$ cat src/hdl/lavm_pkg.sv
// Shared widths, types and constants for the look-at view matrix core.
package lavm_pkg;

  localparam int FRAC_BITS = 16;

  localparam int CW   = 32;                // coordinate width
  localparam int UW   = FRAC_BITS + 2;     // unit vector component, signed
  localparam int VW   = CW + UW;           // raw vector component, signed
  localparam int MW   = VW - 1;            // raw magnitude
  localparam int PW   = $clog2(MW);        // leading-one position
  localparam int NMSB = 29;                // scaled magnitude msb position
  localparam int SW   = NMSB + 1;          // scaled magnitude width
  localparam int SQW  = 2 * SW;            // one square
  localparam int SUMW = SQW + 2;           // sum of three squares
  localparam int TW   = SUMW + 2;          // square root trial width
  localparam int LW   = SW + 1;            // vector length width
  localparam int QW   = FRAC_BITS + 1;     // quotient magnitude width
  localparam int NW   = SW + FRAC_BITS;    // dividend width
  localparam int DTW  = LW + QW;           // divide trial width
  localparam int SQ_ST = (LW + 1) / 2;     // square root stages, two bits each
  localparam int DV_ST = (QW + 1) / 2;     // divide stages, two bits each
  localparam int PUW  = 2 * UW;            // unit by unit product
  localparam int UUW  = PUW + 1 - FRAC_BITS; // true up component, signed
  localparam int PEW  = CW + UUW;          // eye by true up product
  localparam int DW   = PEW + 2;           // dot product width
  localparam int CIW  = 2;                 // column index width

  localparam logic [CIW-1:0] COL_LAST = 2'd3;

  localparam logic signed [CW-1:0] ONE     = CW'(1) << FRAC_BITS;
  localparam logic signed [CW-1:0] SAT_MAX = {1'b0, {(CW - 1){1'b1}}};
  localparam logic signed [CW-1:0] SAT_MIN = {1'b1, {(CW - 1){1'b0}}};

  typedef logic [2:0][CW-1:0]  cvec_t;
  typedef logic [2:0][VW-1:0]  rvec_t;
  typedef logic [2:0][UW-1:0]  uvec_t;
  typedef logic [2:0][UUW-1:0] tvec_t;

  typedef struct packed {
    cvec_t eye;
    cvec_t aux;
  } side_t;

  typedef struct packed {
    uvec_t r;
    tvec_t u;
    uvec_t f;
    cvec_t t;
  } result_t;

endpackage

$ cat src/hdl/lavm_ser.sv
// Result buffer and column serializer with a registered output.
module lavm_ser (
  input  logic                           clk,
  input  logic                           rst_n,
  input  logic                           in_valid,
  input  lavm_pkg::result_t              in_res,
  output logic                           in_ready,
  input  logic                           out_stall,
  output logic                           out_valid,
  output logic [lavm_pkg::CIW-1:0]       out_column_index,
  output logic signed [lavm_pkg::CW-1:0] out_elem_row0,
  output logic signed [lavm_pkg::CW-1:0] out_elem_row1,
  output logic signed [lavm_pkg::CW-1:0] out_elem_row2,
  output logic signed [lavm_pkg::CW-1:0] out_elem_row3,
  output logic                           out_last_column
);
  import lavm_pkg::*;

  logic           buf_v_r;
  result_t        res_r;
  logic [CIW-1:0] col_r;
  logic           ov_r;
  logic [CIW-1:0] oc_r;
  logic [CW-1:0]  o0_r, o1_r, o2_r, o3_r;
  logic           ol_r;
  logic           move, take;
  logic [CW-1:0]  e0, e1, e2, e3;
  logic           el;

  // move a column into the output register whenever it is free or drains
  assign move     = buf_v_r && (!ov_r || !out_stall);
  assign take     = move && (col_r == COL_LAST);
  assign in_ready = !buf_v_r || take;

  always_comb begin
    if (col_r == COL_LAST) begin
      e0 = res_r.t[0];
      e1 = res_r.t[1];
      e2 = res_r.t[2];
      e3 = ONE;
      el = 1'b1;
    end else begin
      e0 = CW'($signed(res_r.r[col_r]));
      e1 = CW'($signed(res_r.u[col_r]));
      e2 = CW'($signed(res_r.f[col_r]));
      e3 = '0;
      el = 1'b0;
    end
  end

  always_ff @(posedge clk) begin
    if (!rst_n) begin
      buf_v_r <= 1'b0;
      col_r   <= '0;
      ov_r    <= 1'b0;
    end else begin
      if (in_valid && in_ready) begin
        buf_v_r <= 1'b1;
        col_r   <= '0;
      end else begin
        if (take) buf_v_r <= 1'b0;
        if (move) col_r <= col_r + CIW'(1);
      end
      if (move) ov_r <= 1'b1;
      else if (!out_stall) ov_r <= 1'b0;
    end
  end

  always_ff @(posedge clk) begin
    if (in_valid && in_ready) res_r <= in_res;
    if (move) begin
      oc_r <= col_r;
      o0_r <= e0;
      o1_r <= e1;
      o2_r <= e2;
      o3_r <= e3;
      ol_r <= el;
    end
  end

  assign out_valid        = ov_r;
  assign out_column_index = oc_r;
  assign out_elem_row0    = o0_r;
  assign out_elem_row1    = o1_r;
  assign out_elem_row2    = o2_r;
  assign out_elem_row3    = o3_r;
  assign out_last_column  = ol_r;

endmodule

$ cat config.mk
export PLATFORM = sky130hd
export DESIGN_NAME = lavm_ser
export DESIGN_NICKNAME = d
export VERILOG_FILES = /design/src/hdl/lavm_pkg.sv /design/src/hdl/lavm_ser.sv
export SDC_FILE = /design/constraint.sdc
export NUM_CORES = 1
export LEC_CHECK = 0
export BUFFER_PORTS_ARGS = -buffer_cell sky130_fd_sc_hd__buf_4
export CAP_MARGIN = 20
export CORE_ASPECT_RATIO = 0.9
export CORE_MARGIN = 10
export CORE_UTILIZATION = 52
export CTS_CLUSTER_SIZE = 40
export DETAILED_ROUTE_END_ITERATION = 10
export GPL_TIMING_DRIVEN = 0
export PLACE_DENSITY = 0.8
export SLEW_MARGIN = 20
export SYNTH_ARGS = -nofsm -noshare
export SYNTH_HDL_FRONTEND = slang
export SYNTH_SLANG_ARGS = --single-unit
$ cat constraint.sdc
create_clock -name clk -period 11.7 [get_ports clk]
set_input_delay 0 -clock clk [delete_from_list [all_inputs] [get_ports clk]]
set_output_delay 0 -clock clk [all_outputs]
set_load 0.01 [all_outputs]
==> results of run 1 <==
-- final cells by class --
type	count	area [µm²]	share of cell area, %
sequential	370	11100	51.2
timing repair buffer	653	5750	26.6
multi-input combinational	255	2280	10.5
clock buffer	45	1020	4.71
buffer	70	472	2.18
tap	354	443	2.05
inverter	99	372	1.72
clock inverter	26	216	1.00
antenna	5	12.5	0.0578
-- how the worst max path moves through the flow --
stage | from | to | slack, ns | cells after the start
6_report | col_r[0]$_SDFFE_PP0P_ | res_r[87]$_DFFE_PP_ | 8.53 | 7
5_1_grt | col_r[0]$_SDFFE_PP0P_ | res_r[83]$_DFFE_PP_ | 8.29 | 7
4_1_cts | col_r[0]$_SDFFE_PP0P_ | res_r[86]$_DFFE_PP_ | 8.53 | 7
3_5_place_dp | col_r[0]$_SDFFE_PP0P_ | res_r[81]$_DFFE_PP_ | 8.53 | 7
3_3_place_gp | buf_v_r$_SDFFE_PN0P_ | col_r[1]$_SDFFE_PP0P_ | -1.41 | 3
2_1_floorplan | buf_v_r$_SDFFE_PN0P_ | col_r[1]$_SDFFE_PP0P_ | 3.18 | 3
-- layout by cell type, fill, tap and decap left out, drive strengths merged --
| master | n |
|---|---|
| buf | 443 |
| edfxtp | 366 |
| dlygate4sd3 | 271 |
| inv | 101 |
| a21oi | 96 |
| a221oi | 57 |
| mux2 | 57 |
| clkbuf | 54 |
| conb | 31 |
| clkinv | 21 |
| diode | 5 |
| dfxtp | 4 |
| bufinv | 3 |
| nor2 | 2 |
| a21boi | 2 |
| and2 | 2 |
| o21ai | 1 |
| nor2b | 1 |
| nand2 | 1 |
| o221ai | 1 |
| xnor2 | 1 |
| mux2i | 1 |
| o21a | 1 |
| ha | 1 |
-- routing by layer --
layer  share of wire, %  up-vias
li1                   -     4316
met1                 36     4857
met2                 52      643
met3                8.6      112
met4                4.0        0
met5                  0        -
-- where the power goes --
group | total, W | internal, W | leakage [nW] | switching, W
combinational | 0.000383 | 0.000213 | 4.59 | 0.000170
clock | 0.00122 | 0.000695 | 0.611 | 0.000525
sequential | 0.00159 | 0.00156 | 3.51 | 0.0000322
-- kinds of logic after synthesis --
group | Yosys count | share of synthesized area (%)
flip-flops | 370 | 78.7
buffers and inverters | 169 | 6.00
AO/OA/AOI/OAI | 158 | 9.96
multiplexers | 58 | 4.93
AND/OR/NAND/NOR | 6 | 0.231
adder cells (fa/ha/maj) | 1 | 0.0889
other | 1 | 0.0267
XOR/XNOR | 1 | 0.0623
-- through the flow --
stage                     setup TNS (ns)  total power, W  cells  utilization (%)  cell area, µm²
after floorplan                        0         0.00175    794                -           14200
after global placement           -123.76         0.00190   1520             64.9           17400
after detailed placement               0         0.00190   1530             65.9           17700
after CTS                              0         0.00316   1872             80.6           21600
after global routing                   0         0.00328   1875             80.7           21600
final                                  0         0.00319   1877             80.7           21600
-- registers in the layout, indices dropped and copies added (netlist names) --
register	cells
res_r	267
out_elem_row0	32
out_elem_row1	32
out_elem_row2	32
col_r	2
out_column_index	2
buf_v_r	1
out_elem_row3	1
out_valid	1
-- what timing repair did --
| item | 4_1_cts | 5_1_grt |
|---|---|---|
| hold endpoints to repair | 281 | 0 |
| setup endpoints to repair | 0 | 0 |
| hold buffers | 271 | 0 |
| resized for setup | 0 | 0 |
-- critical path, cell delays in order, from the launching register on --
cell,delay [ns]
sky130_fd_sc_hd__dfxtp_1,0.58
sky130_fd_sc_hd__ha_1,0.32
sky130_fd_sc_hd__buf_2,0.37
sky130_fd_sc_hd__inv_1,0.07
sky130_fd_sc_hd__o21ai_0,0.34
sky130_fd_sc_hd__and2_4,0.50
sky130_fd_sc_hd__buf_16,0.32
sky130_fd_sc_hd__buf_16,0.30
==> results.md, run 1 <==
Outcome:
- The run finished with clean final reports.

Routing:
- The count of vias placed by the detailed router is around 9.9k.
- The via density per instance is approximately 5.3.
- After the first detailed-routing iteration, the DRC count stood at ~870.
- The detail route stage leaves a number of antenna-violating nets equal to 0.
- The total wire length after detailed routing is around 47000 µm.
- The routed length per placed instance is approximately 25 µm.
- The pre-antenna-repair detailed-routing pass consisted of 5 iterations.
- The number of remaining DRC errors is 0.

Global route:
- In the global route stage, met1 resource usage came out at roughly 30%.
- The first-pass GRT wire length is 68100 µm.
- The initial antenna violation count came to 3.
- For this run, the total global-route usage over all layers was measured as a little over a quarter.
- Entering global routing, the biggest net connects between 50 and 60 pins.
- The global-route met2 utilization is 46.2%.
- The via count of the first global-routing pass was 10.9k.
- The sum of overflow across all layers after global routing is 0.
- The highest-utilization routing layer at the global route stage is met2.
- For this run, global-route usage on met3 was measured as under 10%.

CTS:
- The clock passes through at most 3 buffers.
- The H-tree generated during clock tree synthesis spans 2 levels.
- Clock-pin slew was measured on the worst setup and hold paths at ~0.06 ns.
- The cell chosen for the clock root is sky130_fd_sc_hd__clkbuf_16.
- The TritonCTS clock tree is done.
- At the later pin of the worst-skew pair, clock insertion delay measures roughly 0.53 ns.
- In this run the post-CTS setup repair buffer count came out at 0.
- Clock tree synthesis found a total of 370 sinks.
- The clock buffer count from CTS is 39.

Yosys:
- The mapped netlist covers ~14000 µm².
- Synthesis produced 764 cells.
- The most used flip-flop cell after synthesis is sky130_fd_sc_hd__edfxtp_1.
- Averaged over all synthesized cells, the footprint is between 15 and 20 µm².
- The netlist uses 28 different library cells.
- For this run, the number of Yosys warnings is 0.
- The number of enable-type register cells in the synthesized netlist is between 300 and 400.
- The commonest cells after synthesis are sky130_fd_sc_hd__edfxtp_1, sky130_fd_sc_hd__inv_1, sky130_fd_sc_hd__a21oi_1.
- The fraction of the yosys area taken by sequential cells is 78.7%.
- The largest area contributor in the netlist is sky130_fd_sc_hd__edfxtp_1.
- The fraction of synthesis flops using an asynchronous set or reset pin is 0%.
- The area share of the largest cell type after synthesis is between 70 and 80%.
- The cell with the most instances after synthesis is sky130_fd_sc_hd__edfxtp_1.
- The number of synthesized register bits is 370.
- After synthesis, the cell types taking the most area are sky130_fd_sc_hd__edfxtp_1, sky130_fd_sc_hd__a221oi_2, sky130_fd_sc_hd__mux2_1, sky130_fd_sc_hd__a21oi_1, sky130_fd_sc_hd__inv_1.

Worst setup path:
- The worst endpoint data arrival time is between 3 and 4 ns.
- In this run the critical register-to-register path is captured at res_r[87]$_DFFE_PP_.
- The highest fanout seen on the critical path is between 50 and 60.
- STA classifies the critical path startpoint as a flip-flop.
- For the worst flop-to-flop path, the logic depth is 7.
- Across all register-to-register paths, the minimum setup slack is roughly 8.5 ns.
- The nature of the critical path endpoint is a flip-flop.
- The worst path required time is ~12 ns.
- The setup path with the least slack is of type flip-flop to flip-flop.
- The worst flop-to-flop path startpoint is col_r[0]$_SDFFE_PP0P_.

Floorplan:
- In this run the core area contains 57 standard-cell rows.
- During I/O placement, the number of pins put on the boundary was slightly above 400.
- The die height is 176 µm.
- The full die area is about 34000 µm².
- The starting utilization of the core area is a little over half.
- The area of the placeable core is around 27000 µm².
- From left edge to right edge, the die measures 193 µm.

Timing:
- The smallest clock period supported by the final layout is computed as 3.17 ns.
- The count of final hold-check violations came to 0.
- The final worst clock skew is 0.0309 ns.
- After layout, the worst setup slack is ~8.5 ns.
- The final-report max-slew violation count was 0.
- On the final layout, the worst hold slack is 0.185 ns.
- The transition time at the pin with the least slew margin is approximately 0.85 ns.
- Of the available clock period, the critical path in the final layout requires a little over a quarter.
- The number of failing setup endpoints in the final timing report is 0.
- The upper clock frequency limit is between 300 and 400 MHz.
- Setup repair after global routing left no endpoint under its margin.
- The worst slew margin relative to its limit is between 40% and 50%.

Cells and area:
- The synthesis-to-layout area growth is 53.8%.
- Counting the fill cells in the layout gives around 1.3k.
- Of the cells placed in the final design, the portion with a size suffix greater than 1 is between 30 and 40%.
- At the end of the flow, the number of nets in the layout was ~1.8k.

Pwr:
- The maximum ir drop on the vdd rail is about 0.00010 V.
- For this design the static power due to leakage is 8.72 nW.
- Dividing total power by cell area gives a power density of roughly 150 nW/µm².

Hold path:
- The worst hold-check path type is input port to flip-flop.
- The startpoint identified for the worst hold timing path is in_res[205].
- The worst hold path endpoint is res_r[205]$_DFFE_PP_.
- Along the worst hold path, the cell count comes to 2.

Placed design:
- The weighted congestion reported at the end of routability-driven placement is approximately 0.82.
- OpenSTA, run right after detailed placement, puts the worst setup slack at 8.53 ns.
- After legalization and detailed placement, the total HPWL measured 26800 µm.
- The number of port buffers is approximately 370.

Job:
- Across the run, the number of max-cap violations was 0.
Power figures use the tool's default switching activity.
==> run 2, diff against run 1 <==
==> constraint.sdc (replaced) <==
create_clock -name clk -period 3 [get_ports clk]
set_input_delay 0 -clock clk [delete_from_list [all_inputs] [get_ports clk]]
set_output_delay 0 -clock clk [all_outputs]
set_load 0.01 [all_outputs]
==> run 2 against run 1 <==
Effect of this change: routed wire length up 0.60%; clock skew down 0.011 ns; total power rose to 3.8 times the previous value; sequential cell count unchanged; register-to-register slack worse by 8.0 ns; global-route usage about the same; setup slack worse by 8.0 ns; critical path depth unchanged; largest power group unchanged.
==> results.md, run 2 (synthesis gave the netlist of run 1 again) <==
Cells and area:
- Ranked by flip-flop count, first place goes to res_r.
- The share of cells above drive strength 1 was 38.0% (+0.10 points).
- The synthesis-to-layout area growth is 53.8% (about the same).
- The number of fill cells in the layout is 1238 (-3.2%).
- The net count reported at finish is 1759 (-0.057%).
- The most common library cell in the layout ignoring fill and taps is sky130_fd_sc_hd__buf_4.
- The number of standard cells in the final layout excluding fillers came to 1873 (-0.21%).
- The flip-flop count of the largest register after layout is 267 (unchanged).
- In the layout the commonest cells are sky130_fd_sc_hd__buf_4, sky130_fd_sc_hd__edfxtp_1, sky130_fd_sc_hd__dlygate4sd3_1, sky130_fd_sc_hd__inv_1, sky130_fd_sc_hd__a21oi_1.
- The cell area after layout is 21600 µm² (about the same).

Timing:
- The final worst clock skew is 0.0203 ns (-0.0106 ns).
- The total negative slack for setup checks is 0 ns (unchanged).
- The count of final hold-check violations was 0 (unchanged).
- The hold slack is 0.197 ns (+0.0119 ns).
- The final critical delay including setup and external delays is 2.52 ns (-0.655 ns).
- The number of failing setup endpoints in the final timing report came to 0 (unchanged).
- The transition time at the pin with the least slew margin was 0.879 ns (+0.0268 ns).
- Setup repair after global routing left no endpoint under its margin.
- The final-report max-slew violation count is 0 (unchanged).
- The upper clock frequency limit came to 397 MHz (+26%).
- The least setup slack across all paths after layout is 0.481 ns (-8.05 ns).
- The fraction of the cycle the final worst path needs was 84.0% (+57 points).
- The worst slew margin relative to its limit is 41.4% (-1.8 points).

Worst setup path:
- The signal on the critical path passes through ha_4 -> buf_6 -> inv_4 -> o21ai_4 -> and2_4 -> buf_16 -> buf_16.
- The number of cell instances on the worst register-to-register path is 7 (unchanged).
- By instance count, the cell type seen most on the critical path is sky130_fd_sc_hd__buf_16.
- The class of the most critical setup path is flip-flop to flip-flop.
- The number of gates on the worst path with buffers counted is 7 (unchanged).
- The highest fanout seen on the critical path is 60 (+5.3%).
- The count of buffer and inverter cells on the critical path was 4 (unchanged).
- The worst path required time is 3.19 ns (-8.69 ns).
- The standard cell with the maximum stage delay on the critical path is sky130_fd_sc_hd__and2_4.
- Among cell families on the critical path, the largest total delay comes from buffers and inverters.
- The element type at the critical path start is a flip-flop.
- The delay contributed by the slowest stage of the critical path was 0.47 ns (-0.11 ns).
- The nature of the critical path endpoint is a flip-flop.
- The worst endpoint data arrival time was 2.71 ns (-0.64 ns).

Routing:
- The number of optimization iterations in the first detailed-route pass came to 5 (unchanged).
- The length of routed met3 wiring came to 4160 µm (+3.6%).
- The wire length on met2 is 24500 µm (+1.7%).
- The number of remaining DRC errors is 0 (unchanged).
- The total wire length after detailed routing came to 46800 µm (+0.60%).
- The wire length on met1 is 16600 µm (+0.36%).
- The highest layer touched by signal routing is met4.
- The detailed router's first-iteration violation count is 776 (-11%).
- The post-detailed-route count of antenna-violating nets is 0 (unchanged).
- The via density per instance is 5.29 (about the same).
- The routed length per placed instance is 25.0 µm (+0.82%).
- The count of vias placed by the detailed router is 9909 (-0.19%).

Hold path:
- The hold-critical path depth is 2 (unchanged).
- The path class of the tightest hold or removal check is input port to flip-flop.

CTS:
- The H-tree level count is 2 (unchanged).
- The TritonCTS clock tree is done.
- The number of buffers between clock root and the deepest sink is 3 (unchanged).
- The number of clock sinks is 370 (unchanged).
- The setup fix buffers added after clock tree synthesis is 0 (unchanged).
- The insertion delay of the later-clocked pin in the worst-skew pair is 0.51 ns (-0.02 ns).
- The clock input transition at the sequential cells of the worst setup and hold paths was 0.06 ns (about the same).
- The cell chosen for the clock root is sky130_fd_sc_hd__clkbuf_16.
- The clock buffer count from CTS is 37 (-5.1%).

Floorplan:
- The starting utilization of the core area was 52.5% (unchanged).
- The floorplan die width came to 193 µm (unchanged).
- The die height is 176 µm (unchanged).
- The full die area is 34000 µm² (unchanged).
- The placement row count was 57 (unchanged).
- The top-level port count is 404 (unchanged).
- The area of the placeable core was 26800 µm² (unchanged).

Pwr:
- The combinational share of power came to 12.3% (+0.3 points).
- The switching share of total power came to 22.5% (-0.28 points).
- The static leakage power was 8.69 nW (-0.28%).
- The cell area power density is 566 nW/µm² (+280%).
- The part of the total power dissipated in the clock network is 37.0% (-1.2 points).
- The sequential power share is 50.7% (+0.9 points).
- The maximum ir drop on the vdd rail came to 0.000557 V (+430%).
- The internal cell power is 0.00949 W (+280%).
- The reported net switching power is 0.00276 W (+280%).

Global route:
- The via count of the first global-routing pass is 10.8k (-0.81%).
- The first-pass GRT wire length is 68100 µm (about the same).
- The sum of overflow across all layers after global routing is 0 (unchanged).
- The initial antenna violation count came to 5 (+2).
- The largest net degree at the start of global routing is 61 (+5.2%).
- The global routing usage summed across all routing layers is 26.3% (+0.041 points).

Placed design:
- The number of port buffers is 372 (unchanged).
- The number of instances in the placed design came to 1531 (+0.065%).
- The weighted congestion reported at the end of routability-driven placement is 0.815 (about the same).
- The detailed-placement wirelength estimate is 26700 µm (-0.57%).
- The instance area after placement is 17700 µm² (+0.41%).
- The worst slack after detailed placement is 0.526 ns (-8.00 ns).

Outcome:
- The run finished with clean final reports.

Job:
- The reported max-cap violation count is 0 (unchanged).
==> run 2: cell count changes in the layout (fill, tap and decap cells not counted), moves of 2 or more <==
| cell | change |
|---|---|
| sky130_fd_sc_hd__buf_16 | +2 |
| sky130_fd_sc_hd__dfxtp_1 | -2 |
| sky130_fd_sc_hd__clkbuf_16 | -2 |
| sky130_fd_sc_hd__clkbuf_1 | +2 |
==> run 2: worst register-to-register path: cells and delay by family (launching register included) <==
kind / cells / cell delay, ns
AO/OA/AOI/OAI: 1 / 0.14
AND/OR/NAND/NOR: 1 / 0.47
adder cells (fa/ha/maj): 1 / 0.19
buffers and inverters: 4 / 0.91
flip-flops: 1 / 0.44
==> run 2: what timing repair did <==
action                    4_1_cts  5_1_grt
hold endpoints to repair      276        0
hold buffers                  271        0
gates resized for setup         0        0
==> run 2: stage by stage <==
stage          total power, W  util (%)
2_1_floorplan         0.00678         -
4_1_cts                0.0121      80.6
3_3_place_gp          0.00734      65.1
3_5_place_dp          0.00742      66.2
5_1_grt                0.0126      80.7
6_report               0.0123      80.7
==> run 2: power groups by stage <==
stage	Sequential [W]	Clock (W)	Combinational (W)
2_1_floorplan	0.00632	0	0.000458
3_3_place_gp	0.00630	0	0.00104
3_5_place_dp	0.00628	0	0.00113
4_1_cts	0.00618	0.00450	0.00144
5_1_grt	0.00622	0.00481	0.00159
6_report	0.00621	0.00454	0.00151
==> run 2: layer usage <==
layer | GRT usage, % | up-vias
li1 | - | 4306
met1 | 30.3 | 4872
met2 | 46.7 | 629
met3 | 7.02 | 102
met4 | 9.20 | 0
met5 | 0 | -
==> run 2: final cells by class <==
class	count	area, µm²	share of cell area [%]
Sequential cell	370	11100	51.2
Timing Repair Buffer	654	5790	26.8
Multi-Input combinational cell	255	2300	10.6
Clock buffer	45	977	4.52
Buffer	70	478	2.21
Tap cell	354	443	2.05
Inverter	99	374	1.73
Clock inverter	21	179	0.827
Antenna cell	5	12.5	0.0578
==> run 2: path summary, 6_finish.rpt <==
check / start / to / slack (ns)
worst max-delay path: col_r[0]$_SDFFE_PP0P_ / res_r[48]$_DFFE_PP_ / 0.48
worst min-delay path: in_res[156] / res_r[156]$_DFFE_PP_ / 0.20
worst max register to register: col_r[0]$_SDFFE_PP0P_ / res_r[48]$_DFFE_PP_ / 0.48
worst min register to register: col_r[1]$_SDFFE_PP0P_ / out_column_index[1]$_DFFE_PP_ / 0.54
